## config.mk

```make
export PLATFORM = sky130hd
export DESIGN_NAME = priority_task_queue
export DESIGN_NICKNAME = d
export VERILOG_FILES = /design/src/hw/rtl/ptq_pkg.sv /design/src/hw/rtl/ptq_ctrl.sv /design/src/hw/rtl/ptq_datapath.sv /design/src/hw/rtl/priority_task_queue.sv
export SDC_FILE = /design/constraint.sdc
export NUM_CORES = 1
export LEC_CHECK = 0
export ABC_AREA = 1
export CAP_MARGIN = 0
export CORE_MARGIN = 8
export CORE_UTILIZATION = 35
export CTS_CLUSTER_SIZE = 25
export DETAILED_ROUTE_END_ITERATION = 10
export DONT_BUFFER_PORTS = 1
export GPL_ROUTABILITY_DRIVEN = 0
export PLACE_DENSITY = 0.46
export SLEW_MARGIN = 20
export SYNTH_ARGS = -nofsm -noshare
export SYNTH_HDL_FRONTEND = slang
export SYNTH_SLANG_ARGS = --single-unit
```

## constraint.sdc

```tcl
create_clock -name clk -period 4.6 [get_ports clk]
set_input_delay 0.92 -clock clk [delete_from_list [all_inputs] [get_ports clk]]
set_output_delay 0.92 -clock clk [all_outputs]
set_load 0.005 [all_outputs]
```

## src/hw/rtl/ptq_pkg.sv

```systemverilog
// ----------------------------------------------------------------------------
// ptq_pkg
// Shared types, request and status codes, and sizes of the priority task queue.
// ----------------------------------------------------------------------------
package ptq_pkg;

  localparam int QUEUE_DEPTH = 16;
  localparam int IDX_W       = $clog2(QUEUE_DEPTH);
  localparam int CNT_W       = $clog2(QUEUE_DEPTH + 1);
  localparam int OCC_W       = 5;
  localparam int ID_W        = 16;
  localparam int PRIO_W      = 8;
  localparam int WAIT_W      = 16;
  localparam int REQ_W       = 2;
  localparam int STAT_W      = 2;
  localparam int IN_DATA_W   = 48;
  localparam int OUT_DATA_W  = 48;

  typedef enum logic [REQ_W-1:0] {
    REQ_PRIO_INS = 2'd0,
    REQ_TAIL_APP = 2'd1,
    REQ_DEQ_HEAD = 2'd2,
    REQ_REM_MAXW = 2'd3
  } req_t;

  typedef enum logic [STAT_W-1:0] {
    ST_OK    = 2'd0,
    ST_FULL  = 2'd1,
    ST_EMPTY = 2'd2
  } status_t;

  typedef struct packed {
    logic [ID_W-1:0]   id;
    logic [PRIO_W-1:0] prio;
    logic [WAIT_W-1:0] wait_time;
  } entry_t;

  typedef enum logic [2:0] {
    S_IDLE,
    S_SCAN,
    S_SHUP,
    S_SHDN,
    S_PLACE,
    S_DONE
  } state_t;

  // controller to datapath
  typedef struct packed {
    logic load;
    logic scan;
    logic shift_up;
    logic shift_dn;
    logic init_up;
    logic init_dn;
    logic place;
    logic finish;
  } dp_cmd_t;

  // datapath to controller
  typedef struct packed {
    logic full;
    logic empty;
    logic is_ins;
    logic walk_done;
    logic need_shift;
    logic out_free;
  } dp_sts_t;

endpackage

```

## src/hw/rtl/ptq_ctrl.sv

```systemverilog
// ----------------------------------------------------------------------------
// ptq_ctrl
// Sequencer: scan for the position, shift entries, place an inserted task, then post result;
// a step that a request does not need is skipped.
module ptq_ctrl (
  input  logic                      clk,
  input  logic                      rst_n,
  input  logic                      in_tvalid,
  input  ptq_pkg::req_t             in_req,
  output logic                      in_tready,
  input  ptq_pkg::dp_sts_t          sts,
  output ptq_pkg::dp_cmd_t          cmd
);

  ptq_pkg::state_t state_r;
  ptq_pkg::state_t state_nxt;
  logic            req_ins;

  assign req_ins = (in_req == ptq_pkg::REQ_PRIO_INS) || (in_req == ptq_pkg::REQ_TAIL_APP);

  always_ff @(posedge clk) begin
    if (!rst_n) begin
      state_r <= ptq_pkg::S_IDLE;
    end else begin
      state_r <= state_nxt;
    end
  end

  always_comb begin
    state_nxt = state_r;
    cmd       = '0;
    in_tready = 1'b0;
    unique case (state_r)
      ptq_pkg::S_IDLE: begin
        in_tready = 1'b1;
        if (in_tvalid) begin
          cmd.load = 1'b1;
          priority if ((req_ins && sts.full) || (!req_ins && sts.empty)) begin
            state_nxt = ptq_pkg::S_DONE;
          end else if (in_req == ptq_pkg::REQ_TAIL_APP) begin
            state_nxt = ptq_pkg::S_PLACE;
          end else begin
            state_nxt = ptq_pkg::S_SCAN;
          end
        end
      end
      ptq_pkg::S_SCAN: begin
        cmd.scan = 1'b1;
        if (sts.walk_done) begin
          priority if (sts.need_shift && sts.is_ins) begin
            cmd.init_up = 1'b1;
            state_nxt   = ptq_pkg::S_SHUP;
          end else if (sts.need_shift) begin
            cmd.init_dn = 1'b1;
            state_nxt   = ptq_pkg::S_SHDN;
          end else if (sts.is_ins) begin
            state_nxt = ptq_pkg::S_PLACE;
          end else begin
            state_nxt = ptq_pkg::S_DONE;
          end
        end
      end
      ptq_pkg::S_SHUP: begin
        cmd.shift_up = 1'b1;
        if (sts.walk_done) begin
          state_nxt = ptq_pkg::S_PLACE;
        end
      end
      ptq_pkg::S_SHDN: begin
        cmd.shift_dn = 1'b1;
        if (sts.walk_done) begin
          state_nxt = ptq_pkg::S_DONE;
        end
      end
      ptq_pkg::S_PLACE: begin
        cmd.place = 1'b1;
        state_nxt = ptq_pkg::S_DONE;
      end
      ptq_pkg::S_DONE: begin
        if (sts.out_free) begin
          cmd.finish = 1'b1;
          state_nxt  = ptq_pkg::S_IDLE;
        end
      end
      default: begin
        state_nxt = ptq_pkg::S_IDLE;
      end
    endcase
  end

endmodule

```

## src/hw/rtl/ptq_datapath.sv

```systemverilog
// ----------------------------------------------------------------------------
// ptq_datapath
// Entry store, walk pointer with a registered read, search registers,
// entry count and the result register.
// ----------------------------------------------------------------------------
module ptq_datapath (
  input  logic                        clk,
  input  logic                        rst_n,
  input  ptq_pkg::dp_cmd_t            cmd,
  output ptq_pkg::dp_sts_t            sts,
  input  ptq_pkg::req_t               in_req,
  input  ptq_pkg::entry_t             in_entry,
  input  logic                        out_tready,
  output logic                        out_tvalid,
  output ptq_pkg::status_t            res_status,
  output logic                        res_valid,
  output ptq_pkg::entry_t             res_entry,
  output logic [ptq_pkg::OCC_W-1:0]   res_occ
);

  localparam int IDX_W = ptq_pkg::IDX_W;
  localparam int CNT_W = ptq_pkg::CNT_W;

  ptq_pkg::entry_t mem [ptq_pkg::QUEUE_DEPTH];

  logic [CNT_W-1:0] count_r;
  logic [CNT_W-1:0] count_nxt;
  logic [CNT_W-1:0] scan_end_r;
  logic [IDX_W-1:0] idx_r;
  logic [IDX_W-1:0] pos_r;
  logic [IDX_W-1:0] paddr_r;
  logic             walk_act_r;
  logic             pv_r;
  logic             found_r;
  logic             fail_r;
  logic             out_tvalid_r;
  ptq_pkg::req_t    req_r;
  ptq_pkg::entry_t  ent_r;
  ptq_pkg::entry_t  best_r;
  ptq_pkg::entry_t  rd_q_r;

  logic             is_ins_in;
  logic             is_ins;
  logic             full;
  logic             empty;
  logic [CNT_W-1:0] scan_end_in;
  logic             walking;
  logic             last_issue;
  logic             we;
  logic [IDX_W-1:0] waddr;
  ptq_pkg::entry_t  wdata;

  assign is_ins_in = (in_req == ptq_pkg::REQ_PRIO_INS) || (in_req == ptq_pkg::REQ_TAIL_APP);
  assign is_ins    = (req_r == ptq_pkg::REQ_PRIO_INS) || (req_r == ptq_pkg::REQ_TAIL_APP);
  assign full      = (count_r == CNT_W'(ptq_pkg::QUEUE_DEPTH));
  assign empty     = (count_r == '0);
  assign scan_end_in = (in_req == ptq_pkg::REQ_DEQ_HEAD) ? CNT_W'(1) : count_r;

  assign walking = walk_act_r && (cmd.scan || cmd.shift_up || cmd.shift_dn);

  always_comb begin
    last_issue = 1'b0;
    priority if (cmd.shift_up) begin
      last_issue = (idx_r == pos_r);
    end else if (cmd.shift_dn) begin
      last_issue = ((CNT_W'(idx_r) + CNT_W'(1)) == count_r);
    end else begin
      last_issue = ((CNT_W'(idx_r) + CNT_W'(1)) == scan_end_r);
    end
  end

  // shift writes trail the registered read, the final place writes the new task
  always_comb begin
    we    = 1'b0;
    waddr = pos_r;
    wdata = ent_r;
    priority if (pv_r && cmd.shift_up) begin
      we    = 1'b1;
      waddr = paddr_r + IDX_W'(1);
      wdata = rd_q_r;
    end else if (pv_r && cmd.shift_dn) begin
      we    = 1'b1;
      waddr = paddr_r - IDX_W'(1);
      wdata = rd_q_r;
    end else if (cmd.place) begin
      we = 1'b1;
    end
  end

  always_ff @(posedge clk) begin
    if (we) begin
      mem[waddr] <= wdata;
    end
    if (walking) begin
      rd_q_r <= mem[idx_r];
    end
  end

  always_comb begin
    count_nxt = count_r;
    if (!fail_r) begin
      count_nxt = is_ins ? (count_r + CNT_W'(1)) : (count_r - CNT_W'(1));
    end
  end

  // control state
  always_ff @(posedge clk) begin
    if (!rst_n) begin
      count_r      <= '0;
      walk_act_r   <= 1'b0;
      pv_r         <= 1'b0;
      out_tvalid_r <= 1'b0;
    end else begin
      pv_r <= walking;
      if (cmd.load) begin
        walk_act_r <= !(is_ins_in ? full : empty) && (in_req != ptq_pkg::REQ_TAIL_APP)
                      && (scan_end_in != '0);
      end else if (cmd.init_up || cmd.init_dn) begin
        walk_act_r <= 1'b1;
      end else if (walking && last_issue) begin
        walk_act_r <= 1'b0;
      end
      if (cmd.finish) begin
        count_r      <= count_nxt;
        out_tvalid_r <= 1'b1;
      end else if (out_tready) begin
        out_tvalid_r <= 1'b0;
      end
    end
  end

  // request, walk and search payload
  always_ff @(posedge clk) begin
    if (cmd.load) begin
      req_r      <= in_req;
      ent_r      <= in_entry;
      fail_r     <= is_ins_in ? full : empty;
      scan_end_r <= scan_end_in;
      idx_r      <= '0;
      found_r    <= 1'b0;
      pos_r      <= is_ins_in ? IDX_W'(count_r) : '0;
    end else if (cmd.init_up) begin
      idx_r <= IDX_W'(count_r - CNT_W'(1));
    end else if (cmd.init_dn) begin
      idx_r <= pos_r + IDX_W'(1);
    end else if (walking && !last_issue) begin
      idx_r <= cmd.shift_up ? (idx_r - IDX_W'(1)) : (idx_r + IDX_W'(1));
    end
    if (walking) begin
      paddr_r <= idx_r;
    end
    if (pv_r && cmd.scan) begin
      if (req_r == ptq_pkg::REQ_PRIO_INS) begin
        if (!found_r && (rd_q_r.prio <= ent_r.prio)) begin
          found_r <= 1'b1;
          pos_r   <= paddr_r;
        end
      end else if ((paddr_r == '0) ||
                   ((req_r == ptq_pkg::REQ_REM_MAXW) && (rd_q_r.wait_time > best_r.wait_time))) begin
        best_r <= rd_q_r;
        pos_r  <= paddr_r;
      end
    end
    if (cmd.finish) begin
      res_valid <= !fail_r && !is_ins;
      res_entry <= (!fail_r && !is_ins) ? best_r : '0;
      res_occ   <= ptq_pkg::OCC_W'(count_nxt);
      priority if (fail_r && is_ins) begin
        res_status <= ptq_pkg::ST_FULL;
      end else if (fail_r) begin
        res_status <= ptq_pkg::ST_EMPTY;
      end else begin
        res_status <= ptq_pkg::ST_OK;
      end
    end
  end

  assign out_tvalid     = out_tvalid_r;
  assign sts.full       = full;
  assign sts.empty      = empty;
  assign sts.is_ins     = is_ins;
  assign sts.walk_done  = !walk_act_r && !pv_r;
  assign sts.need_shift = is_ins ? (CNT_W'(pos_r) < count_r)
                                 : ((CNT_W'(pos_r) + CNT_W'(1)) < count_r);
  assign sts.out_free   = !out_tvalid_r || out_tready;

  a_count_bound: assert property (@(posedge clk) disable iff (!rst_n)
    count_r <= CNT_W'(ptq_pkg::QUEUE_DEPTH))
    else $error("entry count beyond queue depth");

  a_finish_free: assert property (@(posedge clk) disable iff (!rst_n)
    cmd.finish |-> (!out_tvalid_r || out_tready))
    else $error("result posted over an unsent result");

  a_read_in_range: assert property (@(posedge clk) disable iff (!rst_n)
    walking |-> (CNT_W'(idx_r) < count_r))
    else $error("walk reads beyond the held entries");

  a_count_step: assert property (@(posedge clk) disable iff (!rst_n)
    cmd.finish |=> ((count_r == $past(count_r)) || (count_r == $past(count_r) + CNT_W'(1)) ||
                    (count_r == $past(count_r) - CNT_W'(1))))
    else $error("entry count moved by more than one");

endmodule

```

## src/hw/rtl/priority_task_queue.sv

```systemverilog
// ----------------------------------------------------------------------------
// priority_task_queue
// Bounded task queue with priority insert, tail append, head dequeue and
// remove-largest-wait, built as a sequencer over an entry store with one read and one write port.
// ----------------------------------------------------------------------------
//  channel  direction  handshake              payload
//  in_      slave      in_tvalid/in_tready    req_type, task_id, task_priority, task_wait
//  out_     master     out_tvalid/out_tready  status, out_valid, out_id, out_priority,
//                                             out_wait, occupancy
//
//  path to result: a refused request goes straight to the result, a tail append places
//  the task at once; an insert scans, shifts entries up and places, a removal scans and
//  shifts entries down; the scan covers the held entries (one for a head dequeue) and
//  the shift is skipped with none to move; the store is walked one entry per cycle
//  one request in flight; a new request is taken once its predecessor's result is
//  in the output register, which holds it until out_tready
//  synchronous active-low reset empties the queue; the store itself is not cleared
// ----------------------------------------------------------------------------
module priority_task_queue (
  input  logic                              clk,
  input  logic                              rst_n,
  input  logic                              in_tvalid,
  output logic                              in_tready,
  // req_type[1:0], task_id[17:2], task_priority[25:18], task_wait[41:26], zero pad
  input  logic [ptq_pkg::IN_DATA_W-1:0]     in_tdata,
  output logic                              out_tvalid,
  input  logic                              out_tready,
  // status[1:0], out_valid[2], out_id[18:3], out_priority[26:19], out_wait[42:27],
  // occupancy[47:43]
  output logic [ptq_pkg::OUT_DATA_W-1:0]    out_tdata
);

  ptq_pkg::dp_cmd_t               cmd;
  ptq_pkg::dp_sts_t               sts;
  ptq_pkg::req_t                  in_req;
  ptq_pkg::entry_t                in_entry;
  ptq_pkg::status_t               res_status;
  logic                           res_valid;
  ptq_pkg::entry_t                res_entry;
  logic [ptq_pkg::OCC_W-1:0]      res_occ;

  assign in_req             = ptq_pkg::req_t'(in_tdata[1:0]);
  assign in_entry.id        = in_tdata[17:2];
  assign in_entry.prio      = in_tdata[25:18];
  assign in_entry.wait_time = in_tdata[41:26];

  assign out_tdata = {res_occ, res_entry.wait_time, res_entry.prio, res_entry.id,
                      res_valid, res_status};

  ptq_ctrl u_ctrl (
    .clk       (clk),
    .rst_n     (rst_n),
    .in_tvalid (in_tvalid),
    .in_req    (in_req),
    .in_tready (in_tready),
    .sts       (sts),
    .cmd       (cmd)
  );

  ptq_datapath u_datapath (
    .clk        (clk),
    .rst_n      (rst_n),
    .cmd        (cmd),
    .sts        (sts),
    .in_req     (in_req),
    .in_entry   (in_entry),
    .out_tready (out_tready),
    .out_tvalid (out_tvalid),
    .res_status (res_status),
    .res_valid  (res_valid),
    .res_entry  (res_entry),
    .res_occ    (res_occ)
  );

endmodule
```

# Word-level counts from Yosys, hierarchy flattened
# Memory sizes are Yosys's and may differ from the RTL's. A register that Yosys moved wholly into a read port is not among the register bits.
# Index checks and enable logic that the tools add are counted.
[word_totals] register_bits=160 ramBits=640 inputBits=52 output_inout_bits=50 word_cells=163 n_memories=1
[mem_list] name="u_datapath.mem" depth=16 width=40 read_ports=1 rd_ports_with_merged_regs=1 wr=1 line_no="ptq_datapath.sv:24" rtl="ptq_pkg::entry_t mem [ptq_pkg::QUEUE_DEPTH];"
[classes] addsub=9 order_cmp=4 n_eq_ne=19 muxes=61 bitwise_logic=1 reduce_logical=44
[ops] op="$mux 40" count=2
[ops] op="$mux 4" count=12
[ops] op="$mux 1" count=31
[ops] op="$mux 3" count=9
[ops] op="$pmux 3 s6" count=1
[ops] op="$gt 16x16->1" count=1
[ops] op="$logic_and 1x1->1" count=16
[ops] op="$mux 5" count=3
[ops] op="$add 4x1->4 const B" count=3
[ops] op="$add 4x1->5 const B" count=2
[ops] op="$eq 5x5->1" count=2
[ops] op="$ne 2x2->1 const B" count=5
[ops] op="$logic_not 1->1" count=9
[ops] op="$le 8x8->1" count=1
[ops] op="$logic_or 1x1->1" count=8
[ops] op="$sub 4x1->4 const B" count=2
[ops] op="$eq 3x2->1 const B" count=2
[ops] op="$eq 3x3->1 const B" count=2
[ops] op="$mux 2" count=3
[ops] op="$reduce_bool 3->1" count=2
[ops] op="$add 5x1->5 const B" count=1
[ops] op="$eq 5x5->1 const B" count=1
[ops] op="$logic_not 5->1" count=1
[ops] op="$lt 4x5->1" count=1
[ops] op="other kinds (15)" count=18

# Longest topological paths before layout
# Gate-level depths: netlist (run 1).
[logic_depth] depth_word=10 depth_mapped=18 mapped_depth_nobuf=18

# Hierarchy
# From an unflattened synthesis (run 1), not the netlist that was laid out.
[unflattened] cells_unflattened=2547 hier_area_um2=33698.6
[by_module_without_submodules] module="ptq_datapath" n_inst=1 cells_each=2480 area_per_inst_um2=33337.0 seq_area_each_um2=24963.9
[by_module_without_submodules] module="ptq_ctrl" n_inst=1 cells_each=66 area_per_inst_um2=354.1 seq_area_each_um2=60.1
[by_module_without_submodules] module="priority_task_queue" n_inst=1 cells_each=1 area_per_inst_um2=7.5 seq_area_each_um2=0.0

# Worst setup path before layout (run 1)
# No wires, ideal clock.
[synth_path] path_kind="flip-flop to flip-flop" startpoint="reg u_ctrl.state_r[0]" endpoint="reg u_datapath.idx_r[0]" setup_time_ns=0.117 arrival_ns=3.304 required_ns=4.483 slack_ns=1.180 stages_incl_launch_ff=9 path_buffers=1 period_less_slack_ns=3.420 cell_sequence="dfxtp_1 > buf_4 > nor2_1 > inv_1 > nand2_1 > nor2_1 > nand3_2 > a21oi_1 > nor2_1"
[synth_via] elab_chain_cells=7 elab_cells_between_ends=21 classes_between="eq/ne: 3; mux: 11; reduce/logical: 7"
[synth_rtl] item="start, declared" line_no="ptq_ctrl.sv:15" rtl="ptq_pkg::state_t state_r;"
[synth_rtl] item="start signal, assigned" line_no="ptq_ctrl.sv:23" rtl="state_r <= ptq_pkg::S_IDLE;"
[synth_rtl] item="start signal, assigned" line_no="ptq_ctrl.sv:25" rtl="state_r <= state_nxt;"
[synth_rtl] item="$eq 3x1->1 / $eq 3x2->1 (equally long branches)" line_no="ptq_ctrl.sv:33" rtl="unique case (state_r)"
[synth_rtl] item="$mux 1" line_no="ptq_ctrl.sv:33"
[synth_rtl] item="$logic_or 1x1->1" line_no="ptq_datapath.sv:59" rtl="assign walking = walk_act_r && (cmd.scan || cmd.shift_up || cmd.shift_dn);"
[synth_rtl] item="$logic_or 1x1->1 (*)" line_no="ptq_datapath.sv:59"
[synth_rtl] item="$logic_and 1x1->1 (*)" line_no="ptq_datapath.sv:59"
[synth_rtl] item="net u_datapath.walking" line_no="ptq_datapath.sv:47" rtl="logic walking;"
[synth_rtl] item="$logic_and 1x1->1 (*)" line_no="ptq_datapath.sv:146" rtl="end else if (walking && !last_issue) begin"
[synth_rtl] item="$reduce_bool 3->1 (no source line) (*)"
[synth_rtl] item="end signal, assigned" line_no="ptq_datapath.sv:143" rtl="idx_r <= IDX_W'(count_r - CNT_W'(1));"
[synth_rtl] item="end signal, assigned" line_no="ptq_datapath.sv:145" rtl="idx_r <= pos_r + IDX_W'(1);"
[synth_rtl] item="end signal, assigned" line_no="ptq_datapath.sv:147" rtl="idx_r <= cmd.shift_up ? (idx_r - IDX_W'(1)) : (idx_r + IDX_W'(1));"
[synth_rtl] item="end, declared" line_no="ptq_datapath.sv:29" rtl="logic [IDX_W-1:0] idx_r;"
# Mark *: on every way through the listed nets, which the timed path passes. The rest lies on a longest branch. The select of a mux whose other input is x is not followed.
# A chain may end at the register's enable or synchronous reset.

# Worst setup path after layout (run 1)
[layout_path] startpoint="reg u_ctrl.state_r[1]" endpoint="mem u_datapath.mem[3][19] (netlist bit), enable pin"
[layout_via] elab_chain_cells=7 elab_cells_between_ends=15 classes_between="eq/ne: 3; mux: 10; reduce/logical: 2"
[layout_rtl] item="$eq 3x3->1 / $eq 3x2->1 (equally long branches)" line_no="ptq_ctrl.sv:33"
[layout_rtl] item="$mux 1" line_no="ptq_ctrl.sv:33"
[layout_rtl] item="$mux 1 / $logic_and 1x1->1 (equally long branches)" line_no="ptq_datapath.sv:85, ptq_datapath.sv:81"
[layout_rtl] item="$mux 1" line_no="ptq_datapath.sv:81" rtl="end else if (pv_r && cmd.shift_dn) begin"
[layout_rtl] item="$mux 1" line_no="ptq_datapath.sv:77" rtl="priority if (pv_r && cmd.shift_up) begin"
[layout_rtl] item="$mux 1" line_no="ptq_datapath.sv:91" rtl="if (we) begin"
[layout_rtl] item="$mux 1 (not written as such)" line_no="ptq_datapath.sv:92" rtl="mem[waddr] <= wdata;"
[layout_rtl] item="end, declared" line_no="ptq_datapath.sv:24"
# Parallel ways exist; a longest one is shown, timed or not.

==> results by group, run 1 <==
STA
  – Slew at the pin closest to its max-slew limit: approximately 1.2 ns
  – Final Hold Slack: 0.3613 ns
  – Setup repair after global routing missed its margin: false
  – Fin. Hold Viols: 0
  – Clock skew: 0.02232 ns
  – Min cycle time layout: between 3 and 4 ns
  – Setup slack of the critical path after layout: around 0.9 ns
  – Fin Setup TNS: 0 ns
  – Maximum clock rate: 268.9 MHz
  – Final count of negative-setup-slack endpoints: 0
  – Max Transition Viols Final: 0
  – Relative slew slack: ~22%
  – Portion of the clock cycle consumed by the worst path in the final layout: 80.83%

Finish
  – Share of post-route cells with drive strength above 1: 9.404%
  – Final core occ: 40.13%
  – Post-layout nets: about 2700
  – Area added between synthesis and finish: 13.42%
  – Leading cell types in the layout, fill and taps excluded: sky130_fd_sc_hd__edfxtp_1, sky130_fd_sc_hd__nor2_1, sky130_fd_sc_hd__o21ai_0, sky130_fd_sc_hd__nand2_1, sky130_fd_sc_hd__inv_1
  – Number of cells in the finished layout apart from fillers: 3966
  – Fillcell total: 8878
  – Most common cell after layout, fill and taps aside: sky130_fd_sc_hd__edfxtp_1
  – Number of antenna cells inserted: 0
  – Post-route cell area: approximately 38000 µm²

Critical path
  – Critical path depth in cells: 10
  – RR Startpoint: u_ctrl.state_r[1]
  – Delay of the slowest cell on the worst path: 0.70 ns
  – Depth of the most critical reg-to-reg path: 10
  – Nature of the critical path startpoint: register
  – Crit path capture type: register
  – Cell-by-cell listing of the critical path: nand2_4 > nor2_4 > inv_2 > buf_4 > a22oi_2 > o21ai_2 > inv_2 > nand2_2 > nor2_4 > buf_4
  – Family with the most delay on the worst path: simple AND/OR/NAND/NOR gates
  – Crit Path Class: register to register
  – CP Launch Point: u_ctrl.state_r[1]
  – Critical path fanouts, max: 23
  – Worst reg2reg endpoint: u_datapath.mem[3][19]
  – Register-to-Register Setup Slack: between 0.8 and 0.9 ns
  – Master of the slowest instance on the critical path: sky130_fd_sc_hd__nor2_4
  – Buffer and inverter count on the worst path: 4
  – Arrival @ worst endpoint: 4.00 ns
  – Required arrival time at the worst endpoint: 4.88 ns

Global routing
  – Total track usage: 17.01%
  – Remaining global-route overflow: 0
  – Maximum number of pins on one net before global-route repair: 231
  – Vias in the first global route: ~21000
  – Wire length of the first global-routing pass: 137.0 mm
  – Initial antenna violation count: 1

Synthesis
  – Nets in the synthesized netlist: 2712
  – Synth area leaders: sky130_fd_sc_hd__edfxtp_1, sky130_fd_sc_hd__o21ai_0, sky130_fd_sc_hd__nor2_1
  – Count of state elements after synthesis: 840
  – Count of flip-flops with a built-in enable after synthesis: 820
  – Async set-or-reset flop fraction in the synthesized netlist: 0%
  – Share of the yosys chip area belonging to registers: 74.34%
  – Cell area after technology mapping: 33660 µm²
  – Post-Synthesis Cells: about 2600
  – Fraction of synthesized cell area taken by the top area cell type: 73.15%
  – Area leader, netlist: sky130_fd_sc_hd__edfxtp_1
  – Number of unique standard cell types used by synthesis: 44
  – Warning count from the yosys run: 0
  – Synthesized area divided by synthesized cell count: 12.85 µm²
  – Commonest register cell after synthesis: sky130_fd_sc_hd__edfxtp_1

Power
  – Power Total: 20.78 mW
  – Static leakage power: 12.87 nW
  – Power per unit of standard cell area: 544.1 nW/µm²
  – Worst vdd ir: about 0.3 mV

Floorplanning
  – Vert. Die Dim: 326.1 µm
  – Area of the core: 95150 µm²
  – Die ar.: 106400 µm²
  – Effective utilization at floorplan: 35.38%
  – Die extent in x: 326.1 µm
  – I/O Pins: 102
  – Core Rows: roughly 110

Clocking
  – Number of buffers created by CTS: 93
  – Number of H-tree levels: 3
  – Clock network latency to the later pin of the worst-skew pair: 0.65 ns
  – Number of post-CTS setup repair buffers: 0
  – Clk buf depth: 3
  – CTS tree: yes
  – Number of clock sinks seen by CTS: between 800 and 900
  – Post-CTS sizing: 0
  – CTS hold repair buffers: 0
  – Clock transition at the registers of the reported paths: roughly 0.06 ns
  – Clock Tree Root: sky130_fd_sc_hd__clkbuf_16

Place
  – Number of cells after detailed placement: 3800
  – Placement Setup Slack: 0.8117 ns
  – Post-detail-place hpwl: 50.30 mm
  – Dpl cell area: between 30000 and 40000 µm²
  – Quantity of I/O buffers inserted on ports: 0

Detailed routing
  – Number of vias in the routed layout: 20805
  – DRC errors left: 0
  – Wire length per cell: 23.43 µm
  – Antenna Violating Nets Remaining: 0
  – Drt first-iter violations: 1687
  – DRT Pass-1 Iters: 5
  – Aggregate routed wire length: 92.93 mm
  – Vias/cell: about 5.2

Hold path
  – Number of stages on the worst hold path: 0
  – Path class of the lowest-slack min-delay path: input port to register
  – Startpoint of the tightest hold check path: in_tdata[36]
  – Endpoint of the worst hold-timing path: u_datapath.ent_r[10]

Job
  – Max-Cap Viols: 0

Run status
  – Result of the run: completed
-- power by group --
group / internal, mW / switching (mW)
Clock: 4.05 / 2.96
Combinational: 1.04 / 3.00
Sequential: 9.43 / 0.295
-- area by class of cell --
| type | count | area [µm²] | area share, % |
|---|---|---|---|
| Sequential cell | 840 | 25030 | 65.56 |
| Clock buffer | 119 | 2465 | 6.456 |
| Clock inverter | 47 | 387.9 | 1.016 |
| Tap cell | 1265 | 1583 | 4.146 |
| Timing Repair Buffer | 60 | 538.0 | 1.409 |
| Multi-Input combinational cell | 1510 | 7690 | 20.14 |
| Inverter | 125 | 484.2 | 1.268 |
-- synthesized netlist by cell type (3+ instances only) --
cell	count
sky130_fd_sc_hd__o221ai_1	68
sky130_fd_sc_hd__nor2_2	5
sky130_fd_sc_hd__a21oi_1	27
sky130_fd_sc_hd__nand2_1	320
sky130_fd_sc_hd__nor2_1	421
sky130_fd_sc_hd__o211ai_1	13
sky130_fd_sc_hd__dfxtp_1	20
sky130_fd_sc_hd__ha_1	39
sky130_fd_sc_hd__xnor2_1	5
sky130_fd_sc_hd__nand4_1	13
sky130_fd_sc_hd__buf_2	32
sky130_fd_sc_hd__o21ai_1	3
sky130_fd_sc_hd__xor2_1	8
sky130_fd_sc_hd__clkinv_1	4
sky130_fd_sc_hd__buf_1	5
sky130_fd_sc_hd__inv_1	109
sky130_fd_sc_hd__o22ai_1	93
sky130_fd_sc_hd__edfxtp_1	820
sky130_fd_sc_hd__nand3_1	102
sky130_fd_sc_hd__o21ai_0	351
sky130_fd_sc_hd__buf_4	6
sky130_fd_sc_hd__clkbuf_1	100
sky130_fd_sc_hd__nor3_1	3
sky130_fd_sc_hd__nand2_2	12
sky130_fd_sc_hd__inv_2	10
sky130_fd_sc_hd__nor2_4	6
-- flip-flops by register name, summed over array words and instances (netlist names), 2 cells and up --
name,count
u_datapath.idx_r,4
u_ctrl.state_r,3
u_datapath.req_r,2
u_datapath.paddr_r,4
u_datapath.rd_q_r,40
u_datapath.res_entry,40
u_datapath.scan_end_r,5
u_datapath.ent_r,40
u_datapath.pos_r,4
u_datapath.best_r,40
u_datapath.mem,640
u_datapath.res_status,2
u_datapath.count_r,5
u_datapath.res_occ,5
-- how the worst max path moves through the flow --
stage	endpoint	slack, ns
3_5_place_dp	u_datapath.mem[2][13]	0.81
5_1_grt	u_datapath.mem[2][20]	0.67
6_report	u_datapath.mem[3][19]	0.88
3_3_place_gp	u_datapath.mem[3][13]	0.84
2_1_floorplan	u_datapath.idx_r[0]	1.18
4_1_cts	u_datapath.mem[2][18]	0.79
-- logic make-up after synthesis --
| group | Yosys count | synth area share, % |
|---|---|---|
| adders and majority gates | 40 | 1.509 |
| xor gates and xnor gates | 13 | 0.3382 |
| buffers and inverters | 270 | 3.256 |
| and+or+nand+nor | 890 | 10.81 |
| DFF | 840 | 74.34 |
| AOI/OAI and AO/OA | 567 | 9.749 |
-- per-layer routing --
| layer | GRT usage, % | wire length, µm | part of all wire [%] | vias up |
|---|---|---|---|---|
| li1 | - | - | - | 9573 |
| met3 | 2.732 | 4577 | 4.9 | 141 |
| met5 | 0 | 0 | 0 | - |
| met1 | 24.14 | 43380 | 47 | 10504 |
| met4 | 4.880 | 2180 | 2.3 | 0 |
| met2 | 26.92 | 42800 | 46 | 587 |
(Power assumes the default switching activity.)
==> inputs of run 2 (changes only) <==
--- a/config.mk
+++ b/config.mk
@@ -5,7 +5,7 @@
 export SDC_FILE = /design/constraint.sdc
 export NUM_CORES = 1
 export LEC_CHECK = 0
-export ABC_AREA = 1
+export ABC_AREA = 0
 export CAP_MARGIN = 0
 export CORE_MARGIN = 8
 export CORE_UTILIZATION = 35
==> constraint.sdc (replaced) <==
create_clock -name clk -period 3.8 [get_ports clk]
set_input_delay 0.76 -clock clk [delete_from_list [all_inputs] [get_ports clk]]
set_output_delay 0.76 -clock clk [all_outputs]
set_load 0.005 [all_outputs]
==> results by group, run 2 <==
Synthesis
  – Nets in the synthesized netlist: 1628
  – Cell area after technology mapping: 32860 µm²
  – Commonest register cell after synthesis: sky130_fd_sc_hd__edfxtp_1
  – Area leader, netlist: sky130_fd_sc_hd__edfxtp_1
  – Synthesized area divided by synthesized cell count: 21.40 µm²
  – Most used standard cells in the synthesized netlist: sky130_fd_sc_hd__edfxtp_1, sky130_fd_sc_hd__mux4_2, sky130_fd_sc_hd__inv_1
  – Library cell with the highest instance count after synthesis: sky130_fd_sc_hd__edfxtp_1
  – Count of flip-flops with a built-in enable after synthesis: 820
  – Count of state elements after synthesis: 840
  – Warning count from the yosys run: 0
  – Number of unique standard cell types used by synthesis: 59
  – Post-Synthesis Cells: approximately 1500
  – Synth area leaders: sky130_fd_sc_hd__edfxtp_1, sky130_fd_sc_hd__mux4_2, sky130_fd_sc_hd__ha_1
  – Share of the yosys chip area belonging to registers: approximately three quarters
  – Fraction of synthesized cell area taken by the top area cell type: 74.93%
  – Async set-or-reset flop fraction in the synthesized netlist: 0%

STA
  – Slew at the pin closest to its max-slew limit: 0.8958 ns
  – Setup slack of the critical path after layout: 0.6415 ns
  – Min cycle time layout: around 3.2 ns
  – Relative slew slack: between 40 and 50%
  – Final count of negative-setup-slack endpoints: 0
  – Fin Setup TNS: 0 ns
  – Clock skew: around 0.019 ns
  – Portion of the clock cycle consumed by the worst path in the final layout: 83.12%
  – Fin. Hold Viols: 0
  – Maximum clock rate: 316.6 MHz
  – Setup repair after global routing missed its margin: false
  – Max Transition Viols Final: 0

Global routing
  – Remaining global-route overflow: 0
  – Maximum number of pins on one net before global-route repair: between 100 and 150
  – Vias in the first global route: about 16000
  – Initial antenna violation count: 1
  – Total track usage: 15.10%
  – Wire length of the first global-routing pass: 113.9 mm

Detailed routing
  – Routed length on met3: 3.010 mm
  – Drt first-iter violations: 1115
  – Wire length on met2: 37.55 mm
  – Wire length per cell: 26.43 µm
  – Aggregate routed wire length: 78.12 mm
  – Vias/cell: 5.103
  – Number of vias in the routed layout: ~15000
  – Uppermost layer routed: met4
  – DRT met1 WL: 35.91 mm
  – DRT Pass-1 Iters: 5
  – DRC errors left: 0
  – Antenna Violating Nets Remaining: 0

Clocking
  – Number of clock sinks seen by CTS: between 800 and 900
  – Clock Tree Root: sky130_fd_sc_hd__clkbuf_16
  – Clock transition at the registers of the reported paths: 0.06 ns
  – Number of post-CTS setup repair buffers: 0
  – Number of buffers created by CTS: 93
  – Clock network latency to the later pin of the worst-skew pair: between 0.6 and 0.7 ns
  – CTS hold repair buffers: 0
  – Post-CTS sizing: 0
  – Clk buf depth: 3
  – CTS tree: yes
  – Number of H-tree levels: 3

Finish
  – Most common cell after layout, fill and taps aside: sky130_fd_sc_hd__edfxtp_1
  – Number of cells in the finished layout apart from fillers: 2956
  – Largest register by flop count: u_datapath.mem
  – Post-layout nets: 1717
  – Area added between synthesis and finish: 15.48%
  – Number of antenna cells inserted: 0
  – Fillcell total: 8246
  – Share of post-route cells with drive strength above 1: between 20% and 30%
  – Max FFs per register: 640
  – Leading cell types in the layout, fill and taps excluded: sky130_fd_sc_hd__edfxtp_1, sky130_fd_sc_hd__mux4_2, sky130_fd_sc_hd__clkbuf_16, sky130_fd_sc_hd__buf_4

Place
  – Post-detail-place hpwl: about 43 mm
  – Number of cells after detailed placement: 2784
  – Placement Setup Slack: 0.6153 ns
  – Quantity of I/O buffers inserted on ports: 0

Power
  – Static leakage power: 11.89 nW
  – Worst vdd ir: roughly 0.37 mV
  – Power Total: 24.60 mW
  – Power per unit of standard cell area: 648.3 nW/µm²

Critical path
  – Nature of the critical path startpoint: register
  – Critical path fanouts, max: 40
  – Crit path capture type: register
  – Crit Path Class: register to register
  – Required arrival time at the worst endpoint: ~4.1 ns
  – Arrival @ worst endpoint: 3.43 ns

Floorplanning
  – Effective utilization at floorplan: 35.26%
  – Area of the core: 93190 µm²
  – Vert. Die Dim: approximately 320 µm
  – Core Rows: 112
  – Die ar.: 104000 µm²
  – I/O Pins: 102
  – Die extent in x: 322.4 µm

Run status
  – Result of the run: completed

Hold path
  – Path class of the lowest-slack min-delay path: input port to register

Job
  – Max-Cap Viols: 0
run 2: changes by cell type in the layout (fill, tap and decap cells not counted), moves of 69 or more:
cell	before	now
sky130_fd_sc_hd__nor2_1	402	19
sky130_fd_sc_hd__o21ai_0	351	19
sky130_fd_sc_hd__nand2_1	320	35
sky130_fd_sc_hd__mux4_2	0	200
sky130_fd_sc_hd__nand3_1	102	9
sky130_fd_sc_hd__o22ai_1	93	4
sky130_fd_sc_hd__inv_1	107	38
run 2: logic make-up after synthesis:
kind of cell             share of synthesized area [%]
adder cells (fa/ha/maj)                          1.546
AND/OR/NAND/NOR                                  2.802
AO/OA/AOI/OAI                                    1.793
flip-flops                                       76.15
multiplexers                                     15.54
buffers and inverters                            1.374
XOR/XNOR                                        0.7995
run 2: power breakdown:
part	leakage [nW]	switching (mW)	total, mW	internal [mW]
logic	2.85	2.40	4.32	1.92
registers	7.58	0.334	11.7	11.3
clock network	1.46	3.66	8.62	4.96
total	11.9	6.40	24.6	18.2
run 2: through the flow:
step	hold WS, ns	instance area, µm²	utilization (%)
final	0.1960	37950	40.72
after CTS	0.1372	37950	40.72
after global placement	0.4343	35010	37.57
after global routing	0.1457	37950	40.72
after floorplan	0.4029	32870	-
after detailed placement	0.4336	35010	37.57
run 2: final timing paths:
check,end,cells after the start,startpoint,slack (ns)
hold / removal,u_datapath.ent_r[28],0,in_tdata[6],0.20
setup / recovery,u_datapath.best_r[19],7,u_datapath.rd_q_r[15],0.64
setup reg to reg,u_datapath.best_r[19],7,u_datapath.rd_q_r[15],0.64
hold reg to reg,u_datapath.best_r[33],0,u_datapath.rd_q_r[33],0.45
run 2: metal layers:
| metal | global-route usage (%) | vias to the layer above |
|---|---|---|
| met3 | 2.487 | 111 |
| met2 | 24.55 | 303 |
| met1 | 21.20 | 8153 |
| li1 | - | 6516 |
| met5 | 0 | - |
| met4 | 3.824 | 0 |
run 2: cell type report:
cell class,instances,area (µm²),area share (%)
Tap cell,1254,1569,4.134
Inverter,42,157.7,0.4154
Timing Repair Buffer,61,708.2,1.866
Clock buffer,107,2400,6.324
Multi-Input combinational cell,587,7536,19.86
Sequential cell,840,25040,65.97
Clock inverter,65,543.0,1.431
run 2: critical path, cell delays in order (launching register included):
cell and delay (ns):
sky130_fd_sc_hd__edfxtp_1 0.41, sky130_fd_sc_hd__ha_1 0.34, sky130_fd_sc_hd__and4_2 0.29, sky130_fd_sc_hd__nand3_1 0.27, sky130_fd_sc_hd__a21o_1 0.28, sky130_fd_sc_hd__a211o_2 0.34, sky130_fd_sc_hd__a21oi_4 0.14, sky130_fd_sc_hd__buf_4 0.62
==> inputs of run 3 (changes only) <==
--- a/config.mk
+++ b/config.mk
@@ -5,7 +5,7 @@
 export SDC_FILE = /design/constraint.sdc
 export NUM_CORES = 1
 export LEC_CHECK = 0
-export ABC_AREA = 0
+export ABC_AREA = 1
 export CAP_MARGIN = 0
 export CORE_MARGIN = 8
 export CORE_UTILIZATION = 35
==> constraint.sdc (replaced) <==
create_clock -name clk -period 3.28 [get_ports clk]
set_input_delay 0.656 -clock clk [delete_from_list [all_inputs] [get_ports clk]]
set_output_delay 0.656 -clock clk [all_outputs]
set_load 0.005 [all_outputs]
==> results by group, run 3 (synthesis results as in run 1) <==
STA
  – Clock skew: about 0.029 ns
  – Portion of the clock cycle consumed by the worst path in the final layout: 88.03%
  – Max Transition Viols Final: 0
  – Slew at the pin closest to its max-slew limit: 0.9263 ns
  – Setup repair after global routing missed its margin: false
  – Fin. Hold Viols: 0
  – Relative slew slack: between 30% and 40%
  – Maximum clock rate: 346.3 MHz
  – Min cycle time layout: 2.887 ns
  – Final count of negative-setup-slack endpoints: 0

Critical path
  – Arrival @ worst endpoint: between 3 and 4 ns
  – Critical path fanouts, max: 12
  – Delay of the slowest cell on the worst path: 0.48 ns
  – Crit Path Class: register to register
  – Master of the slowest instance on the critical path: sky130_fd_sc_hd__dfxtp_1
  – Crit path capture type: register
  – Nature of the critical path startpoint: register
  – Cell-by-cell listing of the critical path: inv_4 > nand2_4 > nor2_4 > inv_2 > nand2_1 > o21ai_2 > inv_1 > nor2_1 > nand2_1 > nor2_4 > buf_4
  – Required arrival time at the worst endpoint: 3.62 ns

Detailed routing
  – Wire length per cell: 23.25 µm
  – DRT met1 WL: 42.42 mm
  – Antenna Violating Nets Remaining: 0
  – Wire length on met2: around 43 mm
  – Routed length on met3: 5.580 mm
  – Uppermost layer routed: met4
  – Aggregate routed wire length: just over 90 mm
  – Drt first-iter violations: 1557
  – DRC errors left: 0
  – Vias/cell: 5.225
  – Number of vias in the routed layout: 20842
  – DRT Pass-1 Iters: 5

Global routing
  – Initial antenna violation count: 1
  – Total track usage: 16.98%
  – Wire length of the first global-routing pass: 136.9 mm
  – Maximum number of pins on one net before global-route repair: 165
  – Vias in the first global route: 20573
  – Remaining global-route overflow: 0

Clocking
  – Number of H-tree levels: 3
  – Number of buffers created by CTS: 95
  – Number of clock sinks seen by CTS: between 800 and 900
  – CTS tree: yes
  – Number of post-CTS setup repair buffers: 0
  – Clock Tree Root: sky130_fd_sc_hd__clkbuf_16
  – Clock transition at the registers of the reported paths: 0.06 ns
  – Clock network latency to the later pin of the worst-skew pair: roughly 0.67 ns
  – Post-CTS sizing: 0
  – Clk buf depth: 3
  – CTS hold repair buffers: 0

Run status
  – Result of the run: completed

Finish
  – Post-route cell area: 38790 µm²
  – Area taken by flip-flops and latches: 25030 µm²
  – Largest register by flop count: u_datapath.mem
  – Fillcell total: approximately 8800
  – Most common cell after layout, fill and taps aside: sky130_fd_sc_hd__edfxtp_1
  – Leading cell types in the layout, fill and taps excluded: sky130_fd_sc_hd__edfxtp_1, sky130_fd_sc_hd__nor2_1, sky130_fd_sc_hd__o21ai_0, sky130_fd_sc_hd__nand2_1, sky130_fd_sc_hd__inv_1
  – Share of post-route cells with drive strength above 1: 10.06%
  – Area used by multi-input combinational logic: slightly below 8000 µm²
  – Final core occ: 40.77%
  – Post-layout nets: about 2700
  – Max FFs per register: 640
  – Area added between synthesis and finish: 15.23%

Power
  – Power per unit of standard cell area: 773.6 nW/µm²
  – Worst vdd ir: 0.4218 mV
  – Static leakage power: approximately 13 nW

Floorplanning
  – Core Rows: 113
  – Vert. Die Dim: 326.1 µm
  – Die ar.: between 100000 and 150000 µm²
  – Effective utilization at floorplan: between 30% and 40%
  – Area of the core: 95150 µm²
  – I/O Pins: ~100
  – Die extent in x: 326.1 µm

Job
  – Max-Cap Viols: 0

Place
  – Quantity of I/O buffers inserted on ports: 0
  – Dpl cell area: 35680 µm²
  – Post-detail-place hpwl: ~51 mm

Hold path
  – Path class of the lowest-slack min-delay path: input port to register
-- run 3: changes by cell type in the layout (fill, tap and decap cells not counted), sizes merged, moves of 22 or more --
| cell | before | now |
|---|---|---|
| o221ai | 0 | 68 |
| mux2 | 41 | 0 |
| mux4 | 200 | 0 |
| and2 | 34 | 0 |
| nor3 | 25 | 3 |
| o22ai | 4 | 93 |
| o21ai | 19 | 356 |
| nor2 | 37 | 432 |
| inv | 45 | 124 |
| nand2 | 36 | 333 |
| nand3 | 9 | 105 |
-- run 3: metrics by stage --
| step | hold WS, ns | setup TNS, ns | instances | setup WS (ns) | power, mW |
|---|---|---|---|---|---|
| floorplan | 0.4264 | -54.88 | 2620 | -0.09361 | 17.39 |
| global placement | 0.4372 | 0 | 3814 | 0.3248 | 19.58 |
| detailed placement | 0.4343 | 0 | 3814 | 0.3895 | 19.73 |
| CTS | 0.03092 | 0 | 3988 | 0.3403 | 30.34 |
| global route | 0.03708 | 0 | 3988 | 0.1875 | 31.46 |
| finish | 0.08328 | 0 | 3989 | 0.3927 | 30.01 |
-- run 3: cell type report --
class	count	area share [%]
diodes	1	0.006451
clock buffers	116	6.438
clock inverters	58	1.564
inverters	125	1.248
multi-input cells	1510	19.82
flip-flops and latches	840	64.53
well taps	1265	4.080
repair buffers	74	2.303
-- run 3: layer usage --
metal / track usage, % / up-vias
li1: - / 9611
met1: 23.59 / 10510
met2: 27.24 / 598
met3: 3.435 / 123
met4: 4.276 / 0
met5: 0 / -
-- run 3: final timing paths --
check / slack (ns) / to / cells after the start / start
setup / recovery: 0.39 / u_datapath.mem[3][5] / 11 / u_ctrl.state_r[2]
hold / removal: 0.08 / u_datapath.ent_r[32] / 0 / in_tdata[10]
setup reg to reg: 0.39 / u_datapath.mem[3][5] / 11 / u_ctrl.state_r[2]
hold reg to reg: 0.45 / u_datapath.best_r[28] / 0 / u_datapath.rd_q_r[28]
-- run 3: power breakdown --
part	switching [mW]	leakage, nW	internal [mW]
Clock	4.26	1.51	6.27
Combinational	4.30	4.03	1.57
Sequential	0.387	7.58	13.2
Total	8.95	13.1	21.1
-- run 3: worst max-delay path: cells and delay by family (launching register included) --
kind | cells | cell delay, ns
compound gates | 1 | 0.09
buf+inv | 4 | 0.84
flops | 1 | 0.48
simple gates | 6 | 1.14
